File: src/rtl/ips_pkg.sv
package ips_pkg;

	localparam int CFG_IW = 3;
	localparam int CFG_DW = 24;

	// reciprocal of ten for a 12-bit dividend: q = (x * 3277) >> 15
	localparam logic [11:0] RECIP10     = 12'd3277;
	localparam int          RECIP10_SH  = 15;

	typedef enum logic [2:0] {
		ST_IDLE   = 3'd0,
		ST_RUN    = 3'd1,
		ST_PAUSE  = 3'd2,
		ST_BOLUS  = 3'd3,
		ST_PURGE  = 3'd4,
		ST_BUBBLE = 3'd5,
		ST_DONE   = 3'd6
	} pump_st_t;

	localparam logic [1:0] MODE_CMD    = 2'd0;
	localparam logic [1:0] MODE_SENSOR = 2'd1;
	localparam logic [1:0] MODE_ENC    = 2'd2;

	localparam logic [2:0] CMD_RUN   = 3'd0;
	localparam logic [2:0] CMD_HOLD  = 3'd1;
	localparam logic [2:0] CMD_HALT  = 3'd2;
	localparam logic [2:0] CMD_BOLUS = 3'd3;
	localparam logic [2:0] CMD_PURGE = 3'd4;
	localparam logic [2:0] CMD_RATE  = 3'd5;

	localparam logic [CFG_IW-1:0] REG_TARGET    = 3'd0;
	localparam logic [CFG_IW-1:0] REG_DIAMETER  = 3'd1;
	localparam logic [CFG_IW-1:0] REG_BUBBLE_TH = 3'd2;
	localparam logic [CFG_IW-1:0] REG_UL_PER    = 3'd3;
	localparam logic [CFG_IW-1:0] REG_BOLUS     = 3'd4;
	localparam logic [CFG_IW-1:0] REG_PURGE     = 3'd5;

	typedef struct packed {
		logic [23:0] target_volume_ul;
		logic [7:0]  diam_code;
		logic [11:0] bubble_threshold_mv;
		logic [7:0]  ul_per_count;
		logic [15:0] bolus_rate;
		logic [15:0] purge_rate;
	} cfg_t;

	typedef struct packed {
		logic [1:0]         mode;
		logic [2:0]         command;
		logic [15:0]        command_value;
		logic [11:0]        bubble_mv;
		logic [11:0]        occlusion_mv;
		logic signed [15:0] encoder_counts;
	} evt_t;

	typedef struct packed {
		pump_st_t    pump_state;
		logic        motor_on;
		logic [15:0] motor_rate;
		logic        motor_update;
		logic [31:0] infused_ul;
		logic [8:0]  pressure;
		logic [15:0] run_rate;
	} res_t;

endpackage

File: src/rtl/ips_cfg.sv
module ips_cfg
	import ips_pkg::*;
(
	input  logic              clk,
	input  logic              arst_n,
	input  logic              wr_en,
	input  logic [CFG_IW-1:0] wr_index,
	input  logic [CFG_DW-1:0] wr_data,
	output cfg_t              cfg
);

	cfg_t cfg_q;

	always_ff @(posedge clk or negedge arst_n) begin
		if (!arst_n) begin
			cfg_q.target_volume_ul    <= 24'd100000;
			cfg_q.diam_code           <= 8'd0;
			cfg_q.bubble_threshold_mv <= 12'd2000;
			cfg_q.ul_per_count        <= 8'd5;
			cfg_q.bolus_rate          <= 16'd600;
			cfg_q.purge_rate          <= 16'd1200;
		end else if (wr_en) begin
			unique case (wr_index)
				REG_TARGET:    cfg_q.target_volume_ul    <= wr_data;
				REG_DIAMETER:  cfg_q.diam_code           <= wr_data[7:0];
				REG_BUBBLE_TH: cfg_q.bubble_threshold_mv <= wr_data[11:0];
				REG_UL_PER:    cfg_q.ul_per_count        <= wr_data[7:0];
				REG_BOLUS:     cfg_q.bolus_rate          <= wr_data[15:0];
				REG_PURGE:     cfg_q.purge_rate          <= wr_data[15:0];
				default: ;
			endcase
		end
	end

	assign cfg = cfg_q;

endmodule

File: src/rtl/ips_core.sv
module ips_core
	import ips_pkg::*;
(
	input  logic clk,
	input  logic arst_n,
	input  logic adv,
	input  evt_t evt,
	input  cfg_t cfg,
	output res_t res
);

	pump_st_t    st_q, st_d;
	logic [31:0] vol_q, vol_d;
	logic [15:0] flow_q, flow_d;
	logic [8:0]  pres_q, pres_d;
	logic        upd;

	logic               resting, moving;
	logic [23:0]        occ_prod;
	logic [22:0]        vol_inc;
	logic [32:0]        vol_sum;
	logic [31:0]        vol_new;
	logic signed [17:0] flow_sum;
	logic               delta_nz;

	assign resting  = (st_q == ST_IDLE) || (st_q == ST_PAUSE);
	assign moving   = (st_q == ST_RUN) || (st_q == ST_BOLUS) || (st_q == ST_PURGE);
	assign delta_nz = (evt.encoder_counts != 16'sd0);

	assign occ_prod = evt.occlusion_mv * RECIP10;
	assign vol_inc  = evt.encoder_counts[14:0] * cfg.ul_per_count;
	assign vol_sum  = {1'b0, vol_q} + {10'd0, vol_inc};
	assign flow_sum = $signed({2'b00, flow_q}) + 18'(evt.encoder_counts);

	always_comb begin
		vol_new = vol_q;
		if (!evt.encoder_counts[15])
			vol_new = vol_sum[32] ? 32'hFFFF_FFFF : vol_sum[31:0];
	end

	always_comb begin
		st_d   = st_q;
		vol_d  = vol_q;
		flow_d = flow_q;
		pres_d = pres_q;
		upd    = 1'b0;
		unique case (evt.mode)
			MODE_CMD: begin
				unique case (evt.command)
					CMD_RUN: if (resting) begin
						st_d = ST_RUN;
						upd  = 1'b1;
					end
					CMD_HOLD: if (moving) begin
						st_d = ST_PAUSE;
						upd  = 1'b1;
					end
					CMD_HALT: begin
						st_d  = ST_IDLE;
						vol_d = '0;
						upd   = 1'b1;
					end
					CMD_BOLUS: if (resting) begin
						st_d = ST_BOLUS;
						upd  = 1'b1;
					end
					CMD_PURGE: if (resting) begin
						st_d = ST_PURGE;
						upd  = 1'b1;
					end
					CMD_RATE: begin
						flow_d = evt.command_value;
						upd    = (st_q == ST_RUN);
					end
					default: ;
				endcase
			end
			MODE_SENSOR: begin
				pres_d = occ_prod[RECIP10_SH +: 9];
				if (evt.bubble_mv < cfg.bubble_threshold_mv && st_q == ST_RUN) begin
					st_d = ST_BUBBLE;
					upd  = 1'b1;
				end
			end
			MODE_ENC: if (delta_nz) begin
				if (resting) begin
					if (flow_sum < 18'sd0)
						flow_d = '0;
					else if (flow_sum > 18'sd65535)
						flow_d = 16'hFFFF;
					else
						flow_d = flow_sum[15:0];
				end else if (st_q == ST_RUN) begin
					vol_d = vol_new;
					// done check runs on any nonzero delta, negative ones too
					if (vol_new >= {8'd0, cfg.target_volume_ul}) begin
						st_d = ST_DONE;
						upd  = 1'b1;
					end
				end
			end
			default: ;
		endcase
	end

	always_ff @(posedge clk or negedge arst_n) begin
		if (!arst_n) begin
			st_q   <= ST_IDLE;
			vol_q  <= '0;
			flow_q <= '0;
			pres_q <= '0;
		end else if (adv) begin
			st_q   <= st_d;
			vol_q  <= vol_d;
			flow_q <= flow_d;
			pres_q <= pres_d;
		end
	end

	always_comb begin
		res.pump_state   = st_d;
		res.motor_on     = (st_d == ST_RUN) || (st_d == ST_BOLUS) || (st_d == ST_PURGE);
		res.motor_update = upd;
		res.infused_ul   = vol_d;
		res.pressure     = pres_d;
		res.run_rate     = flow_d;
		case (st_d)
			ST_RUN:   res.motor_rate = flow_d;
			ST_BOLUS: res.motor_rate = cfg.bolus_rate;
			ST_PURGE: res.motor_rate = cfg.purge_rate;
			default:  res.motor_rate = '0;
		endcase
	end

endmodule

File: src/rtl/infusion_pump_sequencer_top.sv
// channel | valid     | ready     | payload
// in      | in_valid  | in_ready  | mode, command, command_value, bubble_mv, occlusion_mv,
//         |           |           | encoder_counts
// out     | out_valid | out_ready | pump_state, motor_on, motor_rate, motor_update,
//         |           |           | infused_ul, pressure, run_rate
// cfg     | cfg_valid | cfg_ready | cfg_index, cfg_data
//
// One word per cycle while out_ready is high; words pass the input then the result register.
// The input register feeds the step logic; pump state registers update as the word
// moves into the result register, so the next word sees them the following cycle.
// Async reset restores register defaults, idle state, zero volume, rate and pressure.
// A stalled result holds the input register; cfg_ready is always high.
module infusion_pump_sequencer_top
	import ips_pkg::*;
(
	input  logic                clk,
	input  logic                arst_n,

	input  logic                in_valid,
	output logic                in_ready,
	input  logic [1:0]          mode,
	input  logic [2:0]          command,
	input  logic [15:0]         command_value,
	input  logic [11:0]         bubble_mv,
	input  logic [11:0]         occlusion_mv,
	input  logic signed [15:0]  encoder_counts,

	output logic                out_valid,
	input  logic                out_ready,
	output logic [2:0]          pump_state,
	output logic                motor_on,
	output logic [15:0]         motor_rate,
	output logic                motor_update,
	output logic [31:0]         infused_ul,
	output logic [8:0]          pressure,
	output logic [15:0]         run_rate,

	input  logic                cfg_valid,
	output logic                cfg_ready,
	input  logic [CFG_IW-1:0]   cfg_index,
	input  logic [CFG_DW-1:0]   cfg_data
);

	logic v_s1, v_s2, adv;
	evt_t evt_s1;
	res_t res_d, res_s2;
	cfg_t cfg;

	assign adv       = v_s1 && (!v_s2 || out_ready);
	assign in_ready  = !v_s1 || adv;
	assign cfg_ready = 1'b1;

	always_ff @(posedge clk or negedge arst_n) begin
		if (!arst_n) begin
			v_s1 <= 1'b0;
			v_s2 <= 1'b0;
		end else begin
			if (in_ready)
				v_s1 <= in_valid;
			if (adv)
				v_s2 <= 1'b1;
			else if (out_ready)
				v_s2 <= 1'b0;
		end
	end

	always_ff @(posedge clk) begin
		if (in_valid && in_ready) begin
			evt_s1.mode           <= mode;
			evt_s1.command        <= command;
			evt_s1.command_value  <= command_value;
			evt_s1.bubble_mv      <= bubble_mv;
			evt_s1.occlusion_mv   <= occlusion_mv;
			evt_s1.encoder_counts <= encoder_counts;
		end
		if (adv)
			res_s2 <= res_d;
	end

	ips_cfg u_cfg (
		.clk      (clk),
		.arst_n   (arst_n),
		.wr_en    (cfg_valid && cfg_ready),
		.wr_index (cfg_index),
		.wr_data  (cfg_data),
		.cfg      (cfg)
	);

	ips_core u_core (
		.clk    (clk),
		.arst_n (arst_n),
		.adv    (adv),
		.evt    (evt_s1),
		.cfg    (cfg),
		.res    (res_d)
	);

	assign out_valid    = v_s2;
	assign pump_state   = res_s2.pump_state;
	assign motor_on     = res_s2.motor_on;
	assign motor_rate   = res_s2.motor_rate;
	assign motor_update = res_s2.motor_update;
	assign infused_ul   = res_s2.infused_ul;
	assign pressure     = res_s2.pressure;
	assign run_rate     = res_s2.run_rate;

	// volume only accumulates while running, and stop clears it
	a_idle_no_volume: assert property (@(posedge clk) disable iff (!arst_n)
		out_valid && pump_state == ST_IDLE |-> infused_ul == 32'd0)
		else $error("idle result with nonzero volume");

	a_stopped_motor: assert property (@(posedge clk) disable iff (!arst_n)
		out_valid && (pump_state == ST_PAUSE || pump_state == ST_BUBBLE ||
		pump_state == ST_DONE || pump_state == ST_IDLE)
		|-> !motor_on && motor_rate == 16'd0)
		else $error("motor driven in a stopped state");

	a_run_rate: assert property (@(posedge clk) disable iff (!arst_n)
		out_valid && pump_state == ST_RUN |-> motor_on && motor_rate == run_rate)
		else $error("running motor rate differs from run rate");

	a_pressure_range: assert property (@(posedge clk) disable iff (!arst_n)
		out_valid |-> pressure <= 9'd409)
		else $error("pressure estimate out of range");

endmodule
File: config.mk
export PLATFORM = sky130hd
export DESIGN_NAME = infusion_pump_sequencer_top
export DESIGN_NICKNAME = d
export VERILOG_FILES = /design/src/rtl/ips_pkg.sv /design/src/rtl/ips_cfg.sv /design/src/rtl/ips_core.sv /design/src/rtl/infusion_pump_sequencer_top.sv
export SDC_FILE = /design/constraint.sdc
export NUM_CORES = 1
export LEC_CHECK = 0
export BUFFER_PORTS_ARGS = -buffer_cell sky130_fd_sc_hd__buf_2
export CORE_UTILIZATION = 60
export DETAILED_ROUTE_END_ITERATION = 16
export PLACE_DENSITY_LB_ADDON = 0.3
export SYNTH_ARGS = -nofsm -noshare
export SYNTH_HDL_FRONTEND = slang
export SYNTH_SLANG_ARGS = --single-unit
File: constraint.sdc
create_clock -name clk -period 11 [get_ports clk]
set_input_delay 0.55 -clock clk [delete_from_list [all_inputs] [get_ports clk]]
set_output_delay 0.55 -clock clk [all_outputs]
set_load 0.1 [all_outputs]
==> reports/metrics.yaml <==
timing:
  finalCritPeriodShare_pct: 88.28
  fin_tns_setup_ps: 0
  clock.fmax_ghz: 0.1030
  setup_violations: 0
  min_period_ps: 9711
  finalHoldViolCount: 0
  rsz0062_at_grt: "no"
  slew_headroom_pct: 23.87
  finalClockSkew_ps: 18.25
  whs_ps: 11.60
  slew_violations: 0
  worst_pin_slew_ps: 1137
floorplanning:
  rows: 67
  io_pins: 174
  die_y_um: 187.0
  die_w_um: 187.0
  start_util_pct: 61.07
  fp.dieArea_um2: 34960
  core_area_um2: 33620
run_status:
  status: "complete, no violations"
worst_setup_path:
  worstPathMaxFanout: 21
  r2r_cells: 28
  max_stage_delay_ps: 790
  end_kind: "register"
  reg2reg_from: "u_cfg.cfg[36]"
  cp_slowest_cell: "nor3_2"
  crit_arrival_ps: 10110
  crit_required_ps: 11400
  critPathLaunchType: "register"
  crit_type: "register to register"
  cpMostUsedCell: "fa_1"
  crit_start: "u_cfg.cfg[36]"
  worst_r2r_endpoint: "motor_rate[14]"
  rrSetupSlack_ps: 1290
global_routing:
  grt_max_degree: 79
  grt_pass1_wl_um: 83170
  grt_util_all_layers_pct: 30.18
  antenna_found_initial: 0
  overflow: 0
  grt_pass1_vias: 15430
finish:
  nFillCells: 2561
  register_area_um2: 7655
  syn2layout_area_growth_pct: 10.90
  instances_no_fill: 2611
  multi_input_area_um2: 11410
  final_cell_area_um2: 22770
  nets: 2556
  antenna_cells: 0
  drive_gt1_share_pct: 15.53
synthesis:
  synth_edf_count: 139
  ys_dominant_reg_cell: "edfxtp_1"
  syn_avg_cell_area_um2: 10.24
  syn_inst: 2004
  synth_area_um2: 20530
  yosysSeqAreaShare_pct: 37.28
  syn_nets: 2421
  yosys_warnings: 0
  ys_ff_latch: 277
  synth_cell_types: 82
  synthArstFlopShare_pct: 49.82
clock_network:
  hold_buffers: 0
  root_buffer: "clkbuf_16"
  cts_setup_buffers: 0
  cts_sinks: 277
  ctsResizeCount: 0
  cts_buffer_depth: 3
  cts_buffers: 30
  cts_tree: "built"
  htree_num_levels: 1
  clk_pin_slew_ps: 60
  clock_latency_ps: 570
placed_design:
  gp_congestion: 0.9262
  io_buffers: 172
  dpl.cell_count: 2555
  dp_hpwl_um: 39830
  dpl_cell_area_um2: 21720
route:
  drc_errors: 0
  postRouteAntennaNets: 0
  wire_per_inst_um: 19.87
  first_iter_violations: 1289
  vias: 15470
  dr.pass1.iters: 6
  wl_um: 51890
  routed_via_density: 5.925
job:
  drv_cap: 0
hold_path:
  worstHoldPathType: "input port to async pin"
-- worst max-delay path: cells and delay by family, from the launching register on --
kind	cells	cell delay (ps)
AOI/OAI and AO/OA	10	3050
DFF	1	670
buffers and inverters	3	140
adders and majority gates	6	2740
and+or+nand+nor	9	2870
-- synthesized netlist by cell type (33+ instances only) --
cell type	n	area share, %
fa_1	138	13
inv_1	307	5.6
and2_1	84	2.6
ha_1	186	11
dfrtp_1	116	14
nor2_1	49	0.90
a21oi_1	86	2.1
nand2_1	211	3.9
a21o_1	33	1.2
o21ai_0	149	3.6
edfxtp_1	139	20
mux2_2	54	3.0
clkbuf_1	63	1.2
-- metrics by stage --
step	setup slack [ps]	utilization, %
after floorplan	2879	-
after global placement	1813	64.62
after detailed placement	1510	64.62
after CTS	1466	67.73
after global routing	845.8	67.73
final	1289	67.73
-- sequential cells by signal, indices dropped and copies added, names as in the netlist --
name           count
run_rate          16
motor_on           1
u_cfg.cfg         76
u_core.flow_q     16
pump_state         3
u_core.st_q        3
u_core.vol_q      32
evt_s1            61
pressure           9
out_valid          1
motor_rate        16
u_core.pres_q      9
motor_update       1
infused_ul        32
v_s1               1
-- layout by cell type, fill, tap and decap left out, types with 33 or more instances in the layout --
cell type and n:
a21oi_1 86, fa_1 138, ha_1 186, dfrtp_1 116
mux2_2 54, and2_1 83, nor2_1 48, a21o_1 33
edfxtp_1 139, buf_2 171, o21ai_0 149, inv_1 306
nand2_1 211
-- final cells by class --
class / count / share of cell area (%)
Sequential cell: 277 / 33.62
Timing Repair Buffer: 182 / 4.138
Tap cell: 448 / 2.462
Multi-Input combinational cell: 1340 / 50.10
Inverter: 308 / 5.088
Clock inverter: 19 / 1.094
Clock buffer: 37 / 3.500
-- worst max-delay path by stage --
stage | endpoint | slack, ps | depth (start not counted)
after floorplan | motor_rate[10] | 2880 | 31
after global placement | motor_rate[14] | 1810 | 27
after detailed placement | motor_rate[14] | 1510 | 28
after CTS | motor_rate[14] | 1470 | 28
after global routing | motor_rate[15] | 850 | 28
final | motor_rate[14] | 1290 | 28
-- cells by family (layout without fill, tap and decap cells) --
| kind of cell | count (synthesis) | after routing | synth area share (%) |
|---|---|---|---|
| DFF | 277 | 277 | 37.28 |
| xor gates and xnor gates | 44 | 44 | 1.877 |
| other | 1 | 1 | 0.01827 |
| adders and majority gates | 324 | 324 | 24.79 |
| and+or+nand+nor | 483 | 483 | 11.60 |
| buffers and inverters | 387 | 546 | 7.270 |
| muxes | 55 | 55 | 3.011 |
| AOI/OAI and AO/OA | 433 | 433 | 14.14 |
-- per-layer routing --
layer | vias up | share of wire (%) | wire length, um | global-route usage (%)
met5 | - | 0 | 0 | 0
met4 | 0 | 3.0 | 1553 | 9.584
met3 | 98 | 8.3 | 4300 | 5.741
met2 | 636 | 46 | 23700 | 47.32
met1 | 7592 | 43 | 22330 | 42.58
li1 | 7143 | - | - | -
Power is not shown: default switching activity piles up to over one toggle a cycle in this logic, so the estimate is an artifact.
